File: config.mk
export PLATFORM = sky130hd
export DESIGN_NAME = szdd_front_flat
export DESIGN_NICKNAME = d
export VERILOG_FILES = /design/src/rtl/core/szdd_pkg.sv /design/src/rtl/core/szdd_ifs.sv /design/src/rtl/core/szdd_front.sv /design/src/flat_wrapper.sv
export SDC_FILE = /design/constraint.sdc
export NUM_CORES = 1
export LEC_CHECK = 0
export BUFFER_PORTS_ARGS = -buffer_cell sky130_fd_sc_hd__buf_2
export CORE_MARGIN = 4
export CORE_UTILIZATION = 30
export CTS_BUF_LIST = sky130_fd_sc_hd__clkbuf_16
export CTS_CLUSTER_SIZE = 8
export DETAILED_ROUTE_END_ITERATION = 10
export SETUP_SLACK_MARGIN = 0.3
export SYNTH_ARGS = -nofsm -noshare
export SYNTH_HDL_FRONTEND = slang
export SYNTH_SLANG_ARGS = --single-unit
File: constraint.sdc
create_clock -name i_clk -period 5.3 [get_ports i_clk]
set_clock_uncertainty 0.1 [all_clocks]
set_input_delay 1.06 -clock i_clk [delete_from_list [all_inputs] [get_ports i_clk]]
set_output_delay 1.06 -clock i_clk [all_outputs]
set_load 0.01 [all_outputs]
File: src/rtl/core/szdd_pkg.sv
`default_nettype none

package szdd_pkg;

    localparam int unsigned DEFAULT_WINDOW_SIZE = 4096;
    localparam int unsigned WIN_START_BACK      = 16;
    localparam int unsigned CMD_Q_DEPTH         = 2;

    localparam logic [3:0] HDR_TYPE_IDX  = 4'd8;
    localparam logic [3:0] HDR_LEN0_IDX  = 4'd10;
    localparam logic [3:0] HDR_LEN1_IDX  = 4'd11;
    localparam logic [3:0] HDR_LEN2_IDX  = 4'd12;
    localparam logic [3:0] HDR_LAST_IDX  = 4'd13;
    localparam logic [7:0] HDR_TYPE_A    = 8'h41;
    localparam logic [7:0] FILL_BYTE     = 8'h20;
    localparam logic [4:0] MATCH_BIAS    = 5'd3;

    localparam logic [1:0] ST_DATA  = 2'd0;
    localparam logic [1:0] ST_BAD   = 2'd1;
    localparam logic [1:0] ST_EARLY = 2'd2;

    typedef enum logic [2:0] {
        K_NOP,
        K_HDR,
        K_BAD,
        K_LIT,
        K_MATCH
    } t_kind;

    // arg: K_HDR declared length, K_LIT byte in [7:0],
    // K_MATCH window position in [11:0] and length nibble in [15:12]
    typedef struct packed {
        t_kind       kind;
        logic        restart;
        logic        eoi;
        logic [31:0] arg;
    } t_cmd;

    function automatic logic [7:0] magic_byte(input logic [2:0] idx);
        logic [7:0] v;
        unique case (idx)
            3'd0: v = 8'h53;
            3'd1: v = 8'h5A;
            3'd2: v = 8'h44;
            3'd3: v = 8'h44;
            3'd4: v = 8'h88;
            3'd5: v = 8'hF0;
            3'd6: v = 8'h27;
            3'd7: v = 8'h33;
            default: v = 8'h00;
        endcase
        return v;
    endfunction

endpackage

`default_nettype wire

File: src/rtl/core/szdd_ifs.sv
`default_nettype none

interface szdd_in_if;
    logic       valid;
    logic       ready;
    logic [7:0] in_byte;
    logic       first_byte;
    logic       end_of_input;

    modport source (output valid, in_byte, first_byte, end_of_input, input ready);
    modport sink   (input valid, in_byte, first_byte, end_of_input, output ready);
endinterface


`default_nettype wire

File: src/rtl/core/szdd_front.sv
`default_nettype none

module szdd_front (
    input  wire              i_clk,
    input  wire              i_rst_n,
    szdd_in_if.sink          i_req,
    input  wire              i_q_full,
    output logic             o_push,
    output szdd_pkg::t_cmd   o_cmd
);

    typedef enum logic [3:0] {
        F_HDR  = 4'b0001,
        F_TOK  = 4'b0010,
        F_M2   = 4'b0100,
        F_DONE = 4'b1000
    } t_fstate;

    t_fstate     r_state, n_state, e_state;
    logic [3:0]  r_hcnt, n_hcnt, e_hcnt;
    logic        r_ok, n_ok, e_ok;
    logic [31:0] r_len, n_len, e_len;
    logic [15:0] r_flag, n_flag, e_flag;
    logic [7:0]  r_low, n_low, e_low;

    logic        w_acc;
    logic [7:0]  w_b;

    assign i_req.ready = !i_q_full;
    assign w_acc       = i_req.valid && !i_q_full;
    assign w_b         = i_req.in_byte;

    always_comb begin
        if (i_req.first_byte) begin
            e_state = F_HDR;
            e_hcnt  = '0;
            e_ok    = 1'b1;
            e_len   = '0;
            e_flag  = '0;
            e_low   = '0;
        end else begin
            e_state = r_state;
            e_hcnt  = r_hcnt;
            e_ok    = r_ok;
            e_len   = r_len;
            e_flag  = r_flag;
            e_low   = r_low;
        end

        n_state = e_state;
        n_hcnt  = e_hcnt;
        n_ok    = e_ok;
        n_len   = e_len;
        n_flag  = e_flag;
        n_low   = e_low;

        o_cmd.kind    = szdd_pkg::K_NOP;
        o_cmd.restart = i_req.first_byte;
        o_cmd.eoi     = i_req.end_of_input;
        o_cmd.arg     = '0;
        o_push        = 1'b0;

        unique case (e_state)
            F_HDR: begin
                if (e_hcnt < szdd_pkg::HDR_TYPE_IDX) begin
                    if (w_b != szdd_pkg::magic_byte(e_hcnt[2:0])) n_ok = 1'b0;
                end else if (e_hcnt == szdd_pkg::HDR_TYPE_IDX) begin
                    if (w_b != szdd_pkg::HDR_TYPE_A) n_ok = 1'b0;
                end
                unique case (e_hcnt)
                    szdd_pkg::HDR_LEN0_IDX: n_len[7:0]   = e_len[7:0]   | w_b;
                    szdd_pkg::HDR_LEN1_IDX: n_len[15:8]  = e_len[15:8]  | w_b;
                    szdd_pkg::HDR_LEN2_IDX: n_len[23:16] = e_len[23:16] | w_b;
                    szdd_pkg::HDR_LAST_IDX: n_len[31:24] = e_len[31:24] | w_b;
                    default: ;
                endcase
                if (e_hcnt >= szdd_pkg::HDR_LAST_IDX) begin
                    if (!n_ok) begin
                        o_cmd.kind = szdd_pkg::K_BAD;
                        n_state    = F_DONE;
                    end else begin
                        o_cmd.kind = szdd_pkg::K_HDR;
                        o_cmd.arg  = n_len;
                        n_state    = F_TOK;
                    end
                end else begin
                    n_hcnt = e_hcnt + 4'd1;
                end
            end
            F_TOK: begin
                if (!e_flag[8]) begin
                    n_flag = {8'hFF, w_b};
                end else if (e_flag[0]) begin
                    n_flag     = {1'b0, e_flag[15:1]};
                    o_cmd.kind = szdd_pkg::K_LIT;
                    o_cmd.arg  = {24'd0, w_b};
                end else begin
                    n_low   = w_b;
                    n_state = F_M2;
                end
            end
            F_M2: begin
                n_flag     = {1'b0, e_flag[15:1]};
                n_state    = F_TOK;
                o_cmd.kind = szdd_pkg::K_MATCH;
                o_cmd.arg  = {16'd0, w_b[3:0], w_b[7:4], e_low};
            end
            F_DONE: ;
            default: n_state = F_DONE;
        endcase

        if (e_state != F_DONE) begin
            o_push = w_acc && (o_cmd.kind != szdd_pkg::K_NOP || o_cmd.restart || o_cmd.eoi);
        end
    end

    always_ff @(posedge i_clk) begin
        if (!i_rst_n) begin
            r_state <= F_HDR;
            r_hcnt  <= '0;
            r_ok    <= 1'b1;
            r_len   <= '0;
            r_flag  <= '0;
            r_low   <= '0;
        end else if (w_acc) begin
            r_state <= n_state;
            r_hcnt  <= n_hcnt;
            r_ok    <= n_ok;
            r_len   <= n_len;
            r_flag  <= n_flag;
            r_low   <= n_low;
        end
    end

endmodule

`default_nettype wire

File: src/flat_wrapper.sv
// flat-port wrapper written by rule: the top's interface ports become plain ports
module szdd_front_flat 
  (i_clk, i_rst_n, i_q_full, o_push, o_cmd, i_req_valid, i_req_in_byte, i_req_first_byte, i_req_end_of_input, i_req_ready);
  szdd_in_if i_req_i ();
  input  wire i_clk;
  input  wire i_rst_n;
  input  wire i_q_full;
  output logic o_push;
  output szdd_pkg::t_cmd o_cmd;
  input wire logic [$bits(i_req_i.valid)-1:0] i_req_valid;
  input wire logic [$bits(i_req_i.in_byte)-1:0] i_req_in_byte;
  input wire logic [$bits(i_req_i.first_byte)-1:0] i_req_first_byte;
  input wire logic [$bits(i_req_i.end_of_input)-1:0] i_req_end_of_input;
  output wire logic [$bits(i_req_i.ready)-1:0] i_req_ready;
  assign i_req_i.valid = i_req_valid;
  assign i_req_i.in_byte = i_req_in_byte;
  assign i_req_i.first_byte = i_req_first_byte;
  assign i_req_i.end_of_input = i_req_end_of_input;
  assign i_req_ready = i_req_i.ready;
  szdd_front u_core (.i_clk(i_clk), .i_rst_n(i_rst_n), .i_req(i_req_i), .i_q_full(i_q_full), .o_push(o_push), .o_cmd(o_cmd));
endmodule
==> impl_metrics.tcl <==
set metrics [dict create \
    htreeDepth 3 \
    antenna_found_initial 0 \
    endpoint_kind "output port" \
    cpMaxStageDelayCell "nor4bb_1" \
    syn_inst 485 \
    ctsResizeCount 0 \
    dominantRegCellSynth "dfxtp_1" \
    yosysTopAreaCell "dfxtp_1" \
    dp.cells 655 \
    clk_pin_slew_ns 0.06 \
    ys_warn_count 0 \
    routedWlPerCell_um 17.9 \
    firstDrtPassIters 6 \
    fin_ws_ns 1.17 \
    hold_violations 0 \
    outcome "finished clean" \
    rsz0062_at_grt "false" \
    worstPathArrival_ns 2.97 \
    synthTopCellsByArea "dfxtp_1 (34%), a22oi_1 (15%), nor2_1 (6.3%)" \
    worstRegToRegCells 5 \
    die_w_um 120 \
    root_buffer "clkbuf_16" \
    worstPathRequired_ns 4.14 \
    synth-async-reset-ratio_pct 0 \
    ant_nets 0 \
    routed_wl_mm 12.0 \
    period_minus_slack_ns 4.13 \
    setup.worst_path.class "in2out" \
    synth_area_per_cell_sq_um 7.82 \
    power_uw 1230 \
    core_area_sq_mm 0.0122 \
    syn_area_sq_mm 0.00379 \
    hpwlAfterDp_mm 7.78 \
    via_per_inst 5.76 \
    clockBufferDepth 2 \
    ir_worst_vdd_mv 0.152 \
    crit_chain "buf_2 -> nor4bb_1 -> a2111oi_0 -> nor3b_1 -> a21bo_1 -> o21ai_0 -> buf_2" \
    cap_viol_max_count 0 \
    port_buffers 52 \
    setup_tns_ns 0 \
    hp-class "reg2reg" \
    rows 40 \
    yosysSeqAreaShare_pct 34.3 \
    grt.total_usage_pct 16.7 \
    numCtsBuffers 9 \
    syn-num-nets 499 \
    holdWs_ns 0.368 \
    drt_iter0_markers 476 \
    yosys.area_share.adder_pct 0 \
    synth_top_family_by_area "compound AO/OA/AOI/OAI gates" \
    cpPeakStageDelay_ns 0.54 \
    grt_pass1_wl_mm 19.5 \
    ys_ff_latch 65 \
    path_common_cell "buf_2" \
    grt_pass1_vias 3736 \
    clk-insertion-delay-late_ns 0.33 \
    ys_types 62 \
    tightest_slew_ns 1.01 \
    synth_compound_area_share_pct 34.7 \
    max_freq_ghz 0.242 \
    fin_nets 512 \
    diodes 0 \
    cts_tree "built" \
    synthMuxAreaShare_pct 0 \
    dr_total_vias 3866 \
    stdcell_count 671 \
    dpl_worst_slack_ns 1.24 \
    crit_path_max_fanout 18 \
    grt_max_degree 55 \
    hold_buffers 0 \
    place_congestion 0.896 \
    synth_xor_area_share_pct 0.231 \
    setup_viol 0 \
    dieArea_sq_mm 0.0145 \
    clock_sinks 65 \
    die_h_um 120 \
    synth_edf_count 0 \
    drv_slew 0 \
    grt-ovfl-total 0 \
    powerDensity_mw_per_mm2 283 \
    relSlewSlack_pct 32.8 \
    cts_setup_buffers 0 \
    synth_top_area_share_pct 34.3 \
    drc 0 \
    synth-simple-area-share_pct 22.9 \
    p_leak_uw 0.00142 \
    cp-start-kind "input pin" \
    top_level_ports 53 \
    fin_crit_sh_pct 78.0 \
    area.growth.synth_to_final_pct 14.8 \
    floorplan.initialDensity_pct 31.1 \
    hold_depth 2 \
    drive_gt1_share_pct 19.9 \
]
[metrics by stage]
step                util (%)  area [sq um]
finish                  35.7          4350
global route            35.7          4350
CTS                     35.7          4350
detailed placement      33.0          4040
global placement        33.0          4040
floorplan                  -          3790
[path summary, 6_finish.rpt]
kind	startpoint	slack (ns)	end
max	i_req_in_byte[0]	1.17	o_cmd[35]
min	u_core.r_low[7]$_SDFFE_PN0P_	0.37	u_core.r_low[7]$_SDFFE_PN0P_
max reg2reg	u_core.r_hcnt[2]$_SDFFE_PN0P_	2.84	u_core.r_len[19]$_SDFFE_PN0P_
min reg2reg	u_core.r_low[7]$_SDFFE_PN0P_	0.37	u_core.r_low[7]$_SDFFE_PN0P_
[cell usage in the layout, fill, tap and decap left out, types with 6 or more instances in the layout]
cell / netlist / final
a22oi_1: 78 / 78
dfxtp_1: 65 / 65
nor2_1: 64 / 64
buf_2: 12 / 52
nand2_1: 34 / 34
a21oi_1: 28 / 28
o21ai_1: 22 / 22
o21ai_0: 17 / 17
o2bb2ai_1: 10 / 10
clkbuf_16: 0 / 9
a31oi_1: 8 / 8
nand3_2: 8 / 8
nor3_2: 6 / 6
nor2b_1: 6 / 6
nand3_1: 6 / 6
buf_4: 3 / 6
[metal layers]
layer / global-route usage, % / wire (um) / up-vias
met5: 0 / 0 / -
met4: 4.25 / 65 / 0
met3: 4.12 / 957 / 11
met2: 27.1 / 5560 / 202
met1: 22.1 / 5400 / 1842
li1: - / - / 1811
[worst max-delay path, delay by kind of cell]
kind,cells,cell delay (ns)
compound gates,3,0.54
simple gates,2,0.85
buf+inv,2,0.52
[cells in the mapped netlist (5+ instances only)]
cell       instances
nor2b_1            6
clkbuf_1          33
o2bb2ai_1         10
inv_1              5
nand2_1           34
nor3_1             5
a21oi_1           28
nand3_2            8
o21ai_1           22
dfxtp_1           65
buf_6              5
nor2_1            64
nand3_1            6
a22oi_1           78
o21ai_0           17
nor3_2             6
a31oi_1            8
buf_2             12
[power breakdown]
| part | switching (uW) | internal (uW) | leakage, uW | total (uW) |
|---|---|---|---|---|
| Sequential | 7.63 | 492 | 0.000524 | 500 |
| Clock | 229 | 411 | 0.000153 | 641 |
| Combinational | 66.8 | 24.2 | 0.000746 | 90.9 |
| Total | 304 | 928 | 0.00142 | 1230 |
[kinds of logic (layout without fill, tap and decap cells)]
group | Yosys count | count (layout)
AO/OA/AOI/OAI | 194 | 194
flip-flops | 65 | 65
AND/OR/NAND/NOR | 162 | 162
XOR/XNOR | 1 | 1
buffers and inverters | 63 | 81
[sequential cells by signal, summed over array words and instances (netlist names)]
| signal | flops |
|---|---|
| u_core.r_flag | 16 |
| u_core.r_low | 8 |
| u_core.r_len | 32 |
| u_core.r_ok | 1 |
| u_core.r_state | 4 |
| u_core.r_hcnt | 4 |
[cell type report]
type / count / area [sq um]
clock inverter: 7 / 93.8
multi-input combinational: 357 / 2190
clock buffer: 9 / 225
sequential: 65 / 1300
tap: 168 / 210
fill: 1308 / 7860
timing repair buffer: 58 / 305
inverter: 7 / 26.3
Power figures use the tool's default switching activity.
