[src/rtl/core/szdd_pkg.sv]
`default_nettype none

package szdd_pkg;

    localparam int unsigned DEFAULT_WINDOW_SIZE = 4096;
    localparam int unsigned WIN_START_BACK      = 16;
    localparam int unsigned CMD_Q_DEPTH         = 2;

    localparam logic [3:0] HDR_TYPE_IDX  = 4'd8;
    localparam logic [3:0] HDR_LEN0_IDX  = 4'd10;
    localparam logic [3:0] HDR_LEN1_IDX  = 4'd11;
    localparam logic [3:0] HDR_LEN2_IDX  = 4'd12;
    localparam logic [3:0] HDR_LAST_IDX  = 4'd13;
    localparam logic [7:0] HDR_TYPE_A    = 8'h41;
    localparam logic [7:0] FILL_BYTE     = 8'h20;
    localparam logic [4:0] MATCH_BIAS    = 5'd3;

    localparam logic [1:0] ST_DATA  = 2'd0;
    localparam logic [1:0] ST_BAD   = 2'd1;
    localparam logic [1:0] ST_EARLY = 2'd2;

    typedef enum logic [2:0] {
        K_NOP,
        K_HDR,
        K_BAD,
        K_LIT,
        K_MATCH
    } t_kind;

    // arg: K_HDR declared length, K_LIT byte in [7:0],
    // K_MATCH window position in [11:0] and length nibble in [15:12]
    typedef struct packed {
        t_kind       kind;
        logic        restart;
        logic        eoi;
        logic [31:0] arg;
    } t_cmd;

    function automatic logic [7:0] magic_byte(input logic [2:0] idx);
        logic [7:0] v;
        unique case (idx)
            3'd0: v = 8'h53;
            3'd1: v = 8'h5A;
            3'd2: v = 8'h44;
            3'd3: v = 8'h44;
            3'd4: v = 8'h88;
            3'd5: v = 8'hF0;
            3'd6: v = 8'h27;
            3'd7: v = 8'h33;
            default: v = 8'h00;
        endcase
        return v;
    endfunction

endpackage

`default_nettype wire

[src/rtl/core/szdd_cmd_q.sv]
`default_nettype none

module szdd_cmd_q (
    input  wire             i_clk,
    input  wire             i_rst_n,
    input  wire             i_push,
    input  szdd_pkg::t_cmd  i_cmd,
    output logic            o_full,
    input  wire             i_pop,
    output logic            o_valid,
    output szdd_pkg::t_cmd  o_cmd
);

    localparam int unsigned DEPTH = szdd_pkg::CMD_Q_DEPTH;
    localparam int unsigned PW    = $clog2(DEPTH);
    localparam int unsigned CW    = $clog2(DEPTH + 1);

    szdd_pkg::t_cmd r_mem [DEPTH];
    logic [PW-1:0]  r_wp, r_rp;
    logic [CW-1:0]  r_cnt;

    assign o_full  = (r_cnt == CW'(DEPTH));
    assign o_valid = (r_cnt != '0);
    assign o_cmd   = r_mem[r_rp];

    always_ff @(posedge i_clk) begin
        if (i_push) r_mem[r_wp] <= i_cmd;
    end

    always_ff @(posedge i_clk) begin
        if (!i_rst_n) begin
            r_wp  <= '0;
            r_rp  <= '0;
            r_cnt <= '0;
        end else begin
            if (i_push) r_wp <= (r_wp == PW'(DEPTH - 1)) ? '0 : r_wp + PW'(1);
            if (i_pop)  r_rp <= (r_rp == PW'(DEPTH - 1)) ? '0 : r_rp + PW'(1);
            if (i_push && !i_pop)      r_cnt <= r_cnt + CW'(1);
            else if (!i_push && i_pop) r_cnt <= r_cnt - CW'(1);
        end
    end

endmodule

`default_nettype wire

[config.mk]
export PLATFORM = sky130hd
export DESIGN_NAME = szdd_cmd_q
export DESIGN_NICKNAME = d
export VERILOG_FILES = /design/src/rtl/core/szdd_pkg.sv /design/src/rtl/core/szdd_cmd_q.sv
export SDC_FILE = /design/constraint.sdc
export NUM_CORES = 1
export LEC_CHECK = 0
export BUFFER_PORTS_ARGS = -buffer_cell sky130_fd_sc_hd__buf_4
export CAP_MARGIN = 20
export CORE_ASPECT_RATIO = 2
export CORE_MARGIN = 4
export CORE_UTILIZATION = 35
export CTS_CLUSTER_DIAMETER = 60
export CTS_CLUSTER_SIZE = 25
export DETAILED_ROUTE_END_ITERATION = 8
export GPL_TIMING_DRIVEN = 0
export RECOVER_POWER = 50
export SYNTH_ARGS = -nofsm -noshare
export SYNTH_HDL_FRONTEND = slang
export SYNTH_SLANG_ARGS = --single-unit
[constraint.sdc]
create_clock -name i_clk -period 6.78 [get_ports i_clk]
set_input_delay 1.356 -clock i_clk [delete_from_list [all_inputs] [get_ports i_clk]]
set_output_delay 1.356 -clock i_clk [all_outputs]
set_load 0.03 [all_outputs]
==> impl.org, run 1 <==
** Drt
- DR pass1 iterations :: 4
- Post-route ant nets :: 0
- Using the TritonRoute via totals, the vias-per-cell ratio works out to roughly 4.6.
- The detailed router finished its first iteration with 79 violations.
- The routed design has about 5300 um of wire.
- Number of vias after detailed routing :: 1518
- Dividing the detail-routed wire length by the instance count gives 15.9 um.
- After detailed routing, the number of remaining DRC violations is 0.

** Finish
- Post-layout nets :: 271
- N_diodes :: 0
- Filler Cell Count :: between 700 and 800
- Area taken by multi-input logic gates :: 534 sq um
- Layout overhead on the synthesized area :: 34.0%
- Final instance count without filler cells :: 330
- Cells with a size suffix above 1 make up a little under three fifths of the layout.
- Across the whole layout, storage elements account for roughly 2300 sq um.

** Critical path
- The critical path goes through clkbuf_1 > nor2b_1 > buf_12.
- Crit Path Category :: in -> reg
- The slowest stage of the critical path belongs to the cell sky130_fd_sc_hd__nor2b_1.
- STA classifies the critical path startpoint as a primary input.
- The critical path ends at r_mem[0][18]$_DFFE_PP_.
- Worst Reg-to-Reg Cells :: 2
- Reg-to-Reg Start :: r_wp$_SDFFE_PN0P_
- Worst-path maximum fanout :: 23
- Critical path data required time :: between 6 and 7 ns
- The most critical setup path has its startpoint at i_push.
- For flop-to-flop paths, the worst setup slack is between 4 and 5 ns.
- The worst register-to-register path ends at r_mem[0][18]$_DFFE_PP_.
- CP Data Arrival Time :: 3.01 ns
- The worst setup path is captured at a register.
- Slowest cell delay on critical path :: between 1 and 1.5 ns

** STA
- Headroom to the max-slew limit came out at -4.15%.
- F_max :: 335 MHz
- The worst path uses ~44% of the clock period.
- Setup-violating endpoint count in the final report :: 0
- Slew at the pin closest to its max-slew limit :: approximately 1.6 ns
- Worst Clk Skew :: between 0.004 and 0.005 ns
- Max Slew Vio Count :: 16
- Summed over all failing endpoints, the final setup total negative slack is 0 ns.
- Setup repair after global routing missed its margin :: no
- The clock period could shrink to roughly 3.0 ns.
- Final Hold Vio Count :: 0

** Floorplan
- The floorplan step defined a die boundary enclosing roughly 9900 sq um.
- I/O pins :: 80
- Chip Width :: ~72 um
- For this configuration, the core starts out at a cell density of a little over a third.
- DIE HEIGHT :: approximately 140 um
- Std-Cell Rows :: 46
- In this run the standard cell core region covers ~8000 sq um.

** Global route
- Wire length of the first global-routing pass :: just over 8000 um
- Initial antenna violation count :: 0
- Entering global routing, the biggest net connects 24 pins.
- For this run, global-route usage on met3 was measured as 3.97%.
- Number of global-route vias before repair :: about 1700
- M1 GR Usage :: between 10 and 15%
- GR met2 Demand/Resource :: between 10% and 20%
- Overall global routing resource usage :: between 10% and 20%
- Summed over all layers, the global routing overflow is 0.
- GRT busiest layer :: met2

** Power and ir drop
- Seq pwr share :: 49.3%
- The design draws approximately 1200 uW.
- Power density of the placed cells :: ~300 nW/um^2
- Static leakage power :: between 0.001 and 0.0015 uW
- Net switching power :: roughly 270 uW
- Share of power burned in the clock network :: 35.6%
- Cell internal power was estimated by the tool at between 800 and 900 uW.
- VDD IR-drop max :: between 0.00015 and 0.0002 V
- Of the total power, the share spent switching nets is 23.2%.
- Combinational share of power :: between 15 and 20%

** Clock tree
- Once the clock tree was built, the resizer swapped 0 gates to a different size.
- Number of buffers between clock root and the deepest sink :: 2
- Post-CTS timing repair inserted 0 buffers for setup.
- Insertion delay to the later sink of the worst-skew pair :: about 0.33 ns
- After clock tree synthesis, the clock-pin slew on the worst setup and hold paths is about 0.05 ns.
- Clock tree synthesis inserted a total of 9 buffers.
- H-tree lvl count :: 3
- Sink count of the clock tree :: slightly below 80
- CTS Root Cell :: sky130_fd_sc_hd__clkbuf_16
- TritonCTS built the clock tree.
- Cts hold-fix bufs :: 0

** Synth
- The synthesized netlist occupies a cell area of 2900 sq um.
- In this run, synthesis produced a sequential element count of 79.
- The number of different library cells used by synthesis comes to 17.
- The synthesized design contains 74 enable-type register cells.
- The most common cell in the synthesized netlist is sky130_fd_sc_hd__edfxtp_1.
- Avg Inst Size Synth :: 21.2 sq um
- The top cell type by area accounts for 76.7% of the synthesized area.
- The most used flip-flop cell after synthesis is sky130_fd_sc_hd__edfxtp_1.
- Top cell types by occurrence after synthesis :: 74 x sky130_fd_sc_hd__edfxtp_1, 37 x sky130_fd_sc_hd__mux2_2, 5 x sky130_fd_sc_hd__dfxtp_1
- Counting every instance in the synthesized netlist gives between 100 and 150.
- Count of synthesis-stage warnings from yosys :: 0
- Ys async rst share :: 0%
- Cell taking the most area after synthesis :: sky130_fd_sc_hd__edfxtp_1
- Sequential cells were found to cover between 80% and 90% of the synthesized design area.
- In the post-synthesis netlist, the biggest area contributors are sky130_fd_sc_hd__edfxtp_1 77%, sky130_fd_sc_hd__mux2_2 14%, sky130_fd_sc_hd__dfxtp_1 3.5%, sky130_fd_sc_hd__buf_6 1.2%, sky130_fd_sc_hd__and2_1 0.86%.
- When the netlist entered floorplanning its net count stood at roughly 180.

** Placement
- Input/output buffers :: slightly below 80
- Number of placed cells counting well taps :: between 300 and 400
- Final RePlAce weighted congestion :: between 0.6 and 0.7
- Summed over all nets, the half-perimeter wirelength after detailed placement is 3800 um.

** Run status
- The run finished, with violations left.
- The final reports fail on capacitance limit, slew limit.

** Flow run
- Across the run, the number of max-cap violations was 1.

** Worst hold path
- Type of the worst min-delay path :: reg -> reg
[flip-flops by register name, indices dropped and copies added (netlist names), named ones only]
signal and flops:
r_mem 74, r_cnt 2, r_rp 1, r_wp 1
[cells in the final DEF, fill, tap and decap left out, types with 2 or more instances in the layout]
master	n
sky130_fd_sc_hd__edfxtp_1	74
sky130_fd_sc_hd__buf_4	41
sky130_fd_sc_hd__mux2_2	37
sky130_fd_sc_hd__clkbuf_4	32
sky130_fd_sc_hd__clkbuf_1	11
sky130_fd_sc_hd__clkbuf_16	9
sky130_fd_sc_hd__dfxtp_1	5
sky130_fd_sc_hd__and2_0	4
sky130_fd_sc_hd__buf_6	3
sky130_fd_sc_hd__xor2_1	2
sky130_fd_sc_hd__nor2b_1	2
sky130_fd_sc_hd__clkinv_2	2
sky130_fd_sc_hd__buf_12	2
[power by group through the flow]
stage / Sequential, uW / Clock [uW] / Combinational [uW]
finish: 570 / 411 / 175
global route: 572 / 447 / 187
floorplan: 578 / 0 / 108
CTS: 570 / 425 / 182
detailed placement: 580 / 0 / 182
global placement: 580 / 0 / 176
[final cells by class]
cell class                      instances  area share [%]
Sequential cell                        79            59.8
Multi-Input combinational cell         53            13.8
Inverter                                1          0.0966
Clock inverter                          2           0.258
Clock buffer                           14            6.28
Tap cell                               96            3.09
Buffer                                  4           0.999
Timing Repair Buffer                   81            15.7
[cells by family after synthesis]
kind of cell    count (synthesis)  share of synthesized area, %
flops                          79                          80.1
mux                            37                          14.4
simple gates                    9                          2.03
buf+inv                         5                          1.47
compound gates                  3                         0.691
xor+xnor                        3                         0.907
fa+ha+maj                       1                         0.432
[metal layers]
metal | up-vias | part of all wire, %
li1 | 718 | -
met1 | 728 | 34
met2 | 57 | 55
met3 | 15 | 7.6
met4 | 0 | 3.3
met5 | - | 0
[worst max-delay path: cells and delay by family]
family	cells	cell delay, ns
simple gates	1	1.21
buf+inv	2	0.42
[stage by stage]
step / utilization (%) / setup slack, ns / area, sq um / hold WS, ns
2_1_floorplan: - / 3.30 / 2900 / 0.461
3_3_place_gp: 45.2 / 2.12 / 3610 / 0.489
3_5_place_dp: 45.8 / 4.11 / 3660 / 0.511
4_1_cts: 48.9 / 3.76 / 3920 / 0.520
5_1_grt: 48.5 / 3.64 / 3880 / 0.547
6_report: 48.5 / 3.79 / 3880 / 0.506
[worst min-delay path by stage]
stage	startpoint	slack [ns]	endpoint	depth (start not counted)
3_3_place_gp	r_cnt[1]$_SDFFE_PN0P_	0.49	r_cnt[1]$_SDFFE_PN0P_	2
3_5_place_dp	r_cnt[1]$_SDFFE_PN0P_	0.51	r_cnt[1]$_SDFFE_PN0P_	2
5_1_grt	r_cnt[1]$_SDFFE_PN0P_	0.55	r_cnt[1]$_SDFFE_PN0P_	2
2_1_floorplan	r_cnt[1]$_SDFFE_PN0P_	0.46	r_cnt[1]$_SDFFE_PN0P_	2
6_report	r_cnt[1]$_SDFFE_PN0P_	0.51	r_cnt[1]$_SDFFE_PN0P_	2
4_1_cts	r_cnt[1]$_SDFFE_PN0P_	0.52	r_cnt[1]$_SDFFE_PN0P_	2
Power figures use the tool's default switching activity.
==> run 2: changes to the inputs <==
clock period = 2.5 ns   (was 6.78 ns; I/O delays follow)
==> impl.org, run 2 (synthesis results as in run 1) <==
** Run status
- The flow ran to the end, and the final reports show no timing, DRC or antenna violations.

** Finish
- The number of flip-flops under the largest register name came to 74 (unchanged).
- Leaving out fill and tap cells, the most frequent cell in the layout is sky130_fd_sc_hd__edfxtp_1.
- Largest registers :: r_mem: 74 flops, r_cnt: 2 flops
- Post-route cell area :: 3930 sq um (+1.2%)
- The antenna diode count was 0 (unchanged).
- Ratio of cells with drive above 1 in the final layout :: 55.1% (unchanged)
- The number of nets in the layout is 271 (unchanged).
- Layout overhead on the synthesized area :: 35.5%
- Commonest cells after routing, fill and taps aside :: 74 x sky130_fd_sc_hd__edfxtp_1, 42 x sky130_fd_sc_hd__buf_4, 37 x sky130_fd_sc_hd__mux2_2, 27 x sky130_fd_sc_hd__clkbuf_4, 11 x sky130_fd_sc_hd__clkbuf_1
- Largest register by flop count :: r_mem

** STA
- The slew at the pin closest to its max-slew limit is 1.02 ns (-0.542 ns).
- The final worst-path setup slack came to 0.384 ns (-3.41 ns).
- Slew Limit Headroom :: 32.0% (+36 points)
- The total count of max-transition violations in the final report is 0 (-16).
- Crit share post-route :: between 80% and 90%
- The worst clock skew is 0.00544 ns (+0.000441 ns).
- Minimum period implied by the final worst setup slack :: 2.12 ns
- The final setup violation count was 0 (unchanged).
- The total count of hold-check failures in the final report came to 0 (unchanged).
- The final-layout worst hold slack was 0.377 ns (-0.130 ns).
- Setup repair after global routing left no endpoint under its margin.
- F_max :: approximately 470 MHz

** Global route
- The met2 track utilization from global routing was 21.6% (+1.8 points).
- The largest net degree at the start of global routing is 30 (+25%).
- Number of global-route vias before repair :: 1722 (+1.2%)
- Global Route met3 Usage :: 4.78% (+0.81 points)
- The initial antenna violation count is 0 (unchanged).
- GRT busiest layer :: met2
- Overall global routing resource usage :: 11.7% (+0.20 points)
- The met1 demand-to-capacity share in global routing came to 9.96% (-1.2 points).
- The total congestion overflow is 0 (unchanged).
- Wire length of the first global-routing pass :: 8320 um (+1.8%)

** Worst hold path
- The min-delay analysis places its worst path in the category in -> reg.
- The depth of the worst hold-timing path came to 1 (-1).

** Clock tree
- The clock net sink count was 79 (unchanged).
- The tree is rooted in a sky130_fd_sc_hd__clkbuf_16.
- Inserted Clock Buffers :: 9 (unchanged)
- Cts hold-fix bufs :: 0 (unchanged)
- The insertion delay to the later sink of the worst-skew pair was 0.33 ns (about the same).
- The quantity of gates resized following cts was 0 (unchanged).
- H-tree lvl count :: 3 (unchanged)
- CTS tree :: built
- The number of buffers added for setup after CTS came to 0 (unchanged).
- The maximum clock insertion buffer count was 2 (unchanged).
- The clock slew at the register clock pins of the worst setup and hold paths is 0.06 ns (about the same).

** Drt
- DR pass1 iterations :: 4 (unchanged)
- The routed length per instance came to 16.0 um (+0.51%).
- Average vias per placed instance :: 4.60 (about the same)
- Drt first-iter violations :: 92 (+16%)
- The total DRC errors in the routed layout was 0 (unchanged).
- Number of vias after detailed routing :: 1517 (-0.066%)
- The total length of routed wires was 5280 um (+0.51%).
- Post-route ant nets :: 0 (unchanged)

** Power and ir drop
- The register share of total power came to 45.9% (-3.4 points).
- Static leakage power :: 0.00146 uW (+0.72%)
- The clock group share of total power came to 40.0% (+4.4 points).
- The share of total power consumed by net switching is 22.6% (-0.64 points).
- Net switching power :: 759 uW (+180%)
- The combinational share of power came to 14.1% (-1.0 points).
- The internal cell power is 2600 uW (+190%).
- The worst vdd rail ir drop came to 0.000445 V (+180%).
- Power density of the placed cells :: 856 nW/um^2 (+190%)

** Placement
- The HPWL reported at the end of detailed placement was 3690 um (-3.0%).
- The global placement routability congestion was 0.666 (+1.7%).
- The standard cell area after detailed placement is 3660 sq um (unchanged).
- The worst setup slack before clock tree synthesis was 0.696 ns (-3.42 ns).
- The count of buffers from port buffering is 79 (unchanged).

** Floorplan
- The count of pins on the block boundary was 80 (unchanged).
- DIE HEIGHT :: 137 um (unchanged)
- The cell row count was 46 (unchanged).
- Starting density of the core :: 36.2% (unchanged)
- Chip Width :: 72.4 um (unchanged)
- The area of the core region is 8000 sq um (unchanged).
- DIE AREA :: 9890 sq um (unchanged)

** Critical path
- The data required time at the worst endpoint is 2.00 ns (-4.81 ns).
- The critical-path maximum fanout is 10 (-57%).
- Crit Path Category :: reg -> out
- Launching element type of the critical path :: register
- The arrival time reported for the critical path endpoint came to 1.62 ns (-1.39 ns).
- STA classifies the critical path endpoint as a primary output.
- Internal reg-to-reg setup slack :: 0.79 ns (-3.91 ns)
- Worst Reg-to-Reg Cells :: 2 (unchanged)

** Flow run
- The count of maximum capacitance violations is 0 (-1).
run 2: cell types whose count changed in the layout (fill, tap and decap cells not counted):
cell	before	now
sky130_fd_sc_hd__bufinv_16	0	2
sky130_fd_sc_hd__clkbuf_4	32	27
sky130_fd_sc_hd__buf_4	41	42
sky130_fd_sc_hd__clkinvlp_4	0	2
run 2: critical path, cell delays in order, from the launching register on:
cell and delay, ns:
sky130_fd_sc_hd__dfxtp_1 0.30, sky130_fd_sc_hd__buf_2 0.26, sky130_fd_sc_hd__buf_6 0.20, sky130_fd_sc_hd__mux2_2 0.36
sky130_fd_sc_hd__buf_4 0.17
run 2: per-stage QoR:
| stage | util (%) | std cells | power, uW | TNS, ns |
|---|---|---|---|---|
| floorplan | - | 137 | 1860 | 0 |
| global placement | 45.2 | 312 | 2050 | -6.78 |
| detailed placement | 45.8 | 314 | 2070 | 0 |
| CTS | 49.7 | 330 | 3430 | 0 |
| global route | 49.1 | 330 | 3490 | 0 |
| finish | 49.1 | 330 | 3360 | 0 |
run 2: final timing paths:
check	from	to
setup / recovery	register	o_cmd[28]
hold / removal	i_cmd[18]	r_mem[0][18]$_DFFE_PP_
setup reg to reg	r_wp$_SDFFE_PN0P_	r_mem[0][27]$_DFFE_PP_
hold reg to reg	r_cnt[1]$_SDFFE_PN0P_	r_cnt[1]$_SDFFE_PN0P_
run 2: power groups by stage:
stage | combinational, uW | sequential [uW] | clock, uW
floorplan | 293 | 1570 | 0
CTS | 494 | 1540 | 1390
global placement | 479 | 1570 | 0
global route | 505 | 1550 | 1440
detailed placement | 493 | 1570 | 0
finish | 474 | 1540 | 1350
run 2: routing by layer:
metal  share of wire [%]  routed length (um)
met1                  32                1680
met2                  58                3080
met3                 7.3                 385
met4                 2.6                 138
met5                   0                   0
run 2: final cells by class:
cell class / count / area [sq um]
buffer: 4 / 38.8
clock buffer: 10 / 229
clock inverter: 6 / 85.1
fill: 705 / 4070
inverter: 1 / 3.75
multi-input combinational: 53 / 534
sequential: 79 / 2320
tap: 96 / 120
timing repair buffer: 81 / 596
==> run 3: changes to the inputs <==
clock period = 2 ns   (was 2.5 ns; I/O delays follow)
==> impl.org, run 3 (synthesis results as in run 1) <==
** Finish
- The number of flip-flops under the largest register name came to 74 (unchanged).
- Ratio of cells with drive above 1 in the final layout :: 55.1% (unchanged)
- The number of fill cells is 704 (-0.14%).
- Final instance count without filler cells :: 330 (unchanged)
- The combined area of the multi-input logic cells was 534 sq um (unchanged).
- The area growth from synthesis to layout was 35.6% (about the same).
- The largest registers in the layout are r_mem: 74 flops, r_cnt: 2 flops.
- Most common library cell in the layout ignoring fill and taps :: sky130_fd_sc_hd__edfxtp_1
- The area of all sequential standard cells is 2320 sq um (unchanged).
- The top cell types in the final layout, fill and taps aside, are 74 x sky130_fd_sc_hd__edfxtp_1, 43 x sky130_fd_sc_hd__buf_4, 37 x sky130_fd_sc_hd__mux2_2, 27 x sky130_fd_sc_hd__clkbuf_4, 11 x sky130_fd_sc_hd__clkbuf_1.
- N_diodes :: 0 (unchanged)
- Post-layout nets :: 271 (unchanged)
- Largest register by flop count :: r_mem

** Global route
- Initial antenna violation count :: 0 (unchanged)
- The first-pass GRT wire length was 8320 um (unchanged).
- The number of global-route vias before repair is 1722 (unchanged).
- The global routing usage summed across all routing layers came to 11.7% (unchanged).
- The largest net degree at the start of global routing is 30 (unchanged).
- Remaining global-route overflow :: 0 (unchanged)

** Floorplan
- I/O pins :: 80 (unchanged)
- The x dimension of the die was 72.4 um (unchanged).
- Starting density of the core :: 36.2% (unchanged)
- The die footprint was 9890 sq um (unchanged).
- Std-Cell Core Area :: 8000 sq um (unchanged)
- DIE HEIGHT :: 137 um (unchanged)
- The cell row count came to 46 (unchanged).

** Placement
- The HPWL reported at the end of detailed placement came to 3690 um (unchanged).
- Final RePlAce weighted congestion :: 0.666 (unchanged)
- Input/output buffers :: 79 (unchanged)
- Number of placed cells counting well taps :: 314 (unchanged)

** STA
- The final setup violation count is 0 (unchanged).
- F_max :: 520 MHz
- The worst clock skew is 0.00558 ns (+0.000146 ns).
- The slew at the pin closest to its max-slew limit was 1.02 ns (-0.0000332 ns).
- Final Hold Vio Count :: 0 (unchanged)
- Final worst hold slack :: 0.276 ns (-0.101 ns)
- Slew Limit Headroom :: 32.0% (about the same)
- Minimum period implied by the final worst setup slack :: between 1.5 and 2 ns
- The aggregate negative setup slack is 0 ns (unchanged).
- Max Slew Vio Count :: 0 (unchanged)
- Setup repair after global routing left no endpoint under its margin.
- The final critical path takes up a little over nine tenths of the cycle.

** Clock tree
- Insertion delay to the later sink of the worst-skew pair :: 0.33 ns (about the same)
- Buffers inserted by post-CTS timing repair :: 0 (unchanged)
- Clock tree synthesis selected as its root buffer the cell sky130_fd_sc_hd__clkbuf_16.
- The number of levels in the clock H-tree is 3 (unchanged).
- The CTS buffer count was 9 (unchanged).
- The clock net sink count came to 79 (unchanged).
- The maximum clock insertion buffer count came to 2 (unchanged).
- The clock slew at the register clock pins of the worst setup and hold paths is 0.06 ns (about the same).
- CTS tree :: built

** Worst hold path
- In this run the worst hold path is classified as in -> reg.
- The depth of the worst hold-timing path came to 1 (unchanged).

** Critical path
- The data required time at the worst endpoint came to 1.60 ns (-0.40 ns).
- Crit Path Category :: reg -> out
- Endpoint type of the worst setup path :: primary output
- Worst-path maximum fanout :: 10 (unchanged)
- The arrival time reported for the critical path endpoint is 1.52 ns (-0.10 ns).
- The count of cells along the worst register-to-register path is 2 (unchanged).
- The register-to-register setup slack came to 0.29 ns (-0.50 ns).
- Launching element type of the critical path :: register

** Power and ir drop
- The leakage power total came to 0.00146 uW (about the same).
- The power density normalized to cell area was 1070 nW/um^2 (+25%).
- VDD IR-drop max :: 0.000556 V (+25%)

** Drt
- The via-per-instance ratio was 4.59 (about the same).
- The number of DRC violations after detailed-routing iteration 0 was 93 (+1.1%).
- DR pass1 iterations :: 4 (unchanged)
- Number of vias after detailed routing :: 1516 (-0.066%)
- Post-route ant nets :: 0 (unchanged)
- The routed length per instance is 16.0 um (about the same).
- Aggregate routed wire length :: 5290 um (about the same)
- # DRC :: 0 (unchanged)

** Run status
- Result of the run :: finished clean

** Flow run
- Max_cap viols :: 0 (unchanged)
run 3: metal layers:
layer | wire length (um) | part of all wire [%] | track usage [%]
met2 | 3080 | 58 | 21.6
met5 | 0 | 0 | 0
met3 | 387 | 7.3 | 4.78
met4 | 132 | 2.5 | 6.90
met1 | 1690 | 32 | 9.96
run 3: repair_timing:
action	CTS	global route
setup endpoints to repair	30	0
gates resized for setup	1	0
hold buffers	0	0
run 3: final cells by class:
class	count	area share (%)
plain buffers	4	1.05
multi-input cells	53	13.6
clock inverters	6	2.16
clock buffers	10	5.82
flip-flops and latches	79	59.1
repair buffers	81	15.1
inverters	1	0.0955
well taps	96	3.06
run 3: path summary, 6_finish.rpt:
kind                             to             startpoint
max                       o_cmd[28]               register
min          r_mem[0][18]$_DFFE_PP_              i_cmd[18]
max reg2reg  r_mem[0][27]$_DFFE_PP_      r_wp$_SDFFE_PN0P_
min reg2reg   r_cnt[1]$_SDFFE_PN0P_  r_cnt[1]$_SDFFE_PN0P_
run 3: power by group:
group | internal [uW] | switching, uW
clock | 1090 | 595
sequential | 1910 | 21.9
combinational | 262 | 331
total | 3260 | 949
run 3: stage by stage:
stage	util, %	area [sq um]	setup slack (ns)	total power [uW]
5_1_grt	49.1	3930	0.00870	4370
3_5_place_dp	45.8	3660	0.296	2580
2_1_floorplan	-	2900	0.172	2330
4_1_cts	49.7	3980	0.0269	4290
6_report	49.1	3930	0.0752	4200
3_3_place_gp	45.2	3610	-0.582	2560
run 3: worst max-delay path: stages, from the launching register on:
cell and delay (ns):
sky130_fd_sc_hd__dfxtp_1 0.30, sky130_fd_sc_hd__buf_4 0.19, sky130_fd_sc_hd__buf_6 0.18, sky130_fd_sc_hd__mux2_2 0.36, sky130_fd_sc_hd__buf_4 0.17
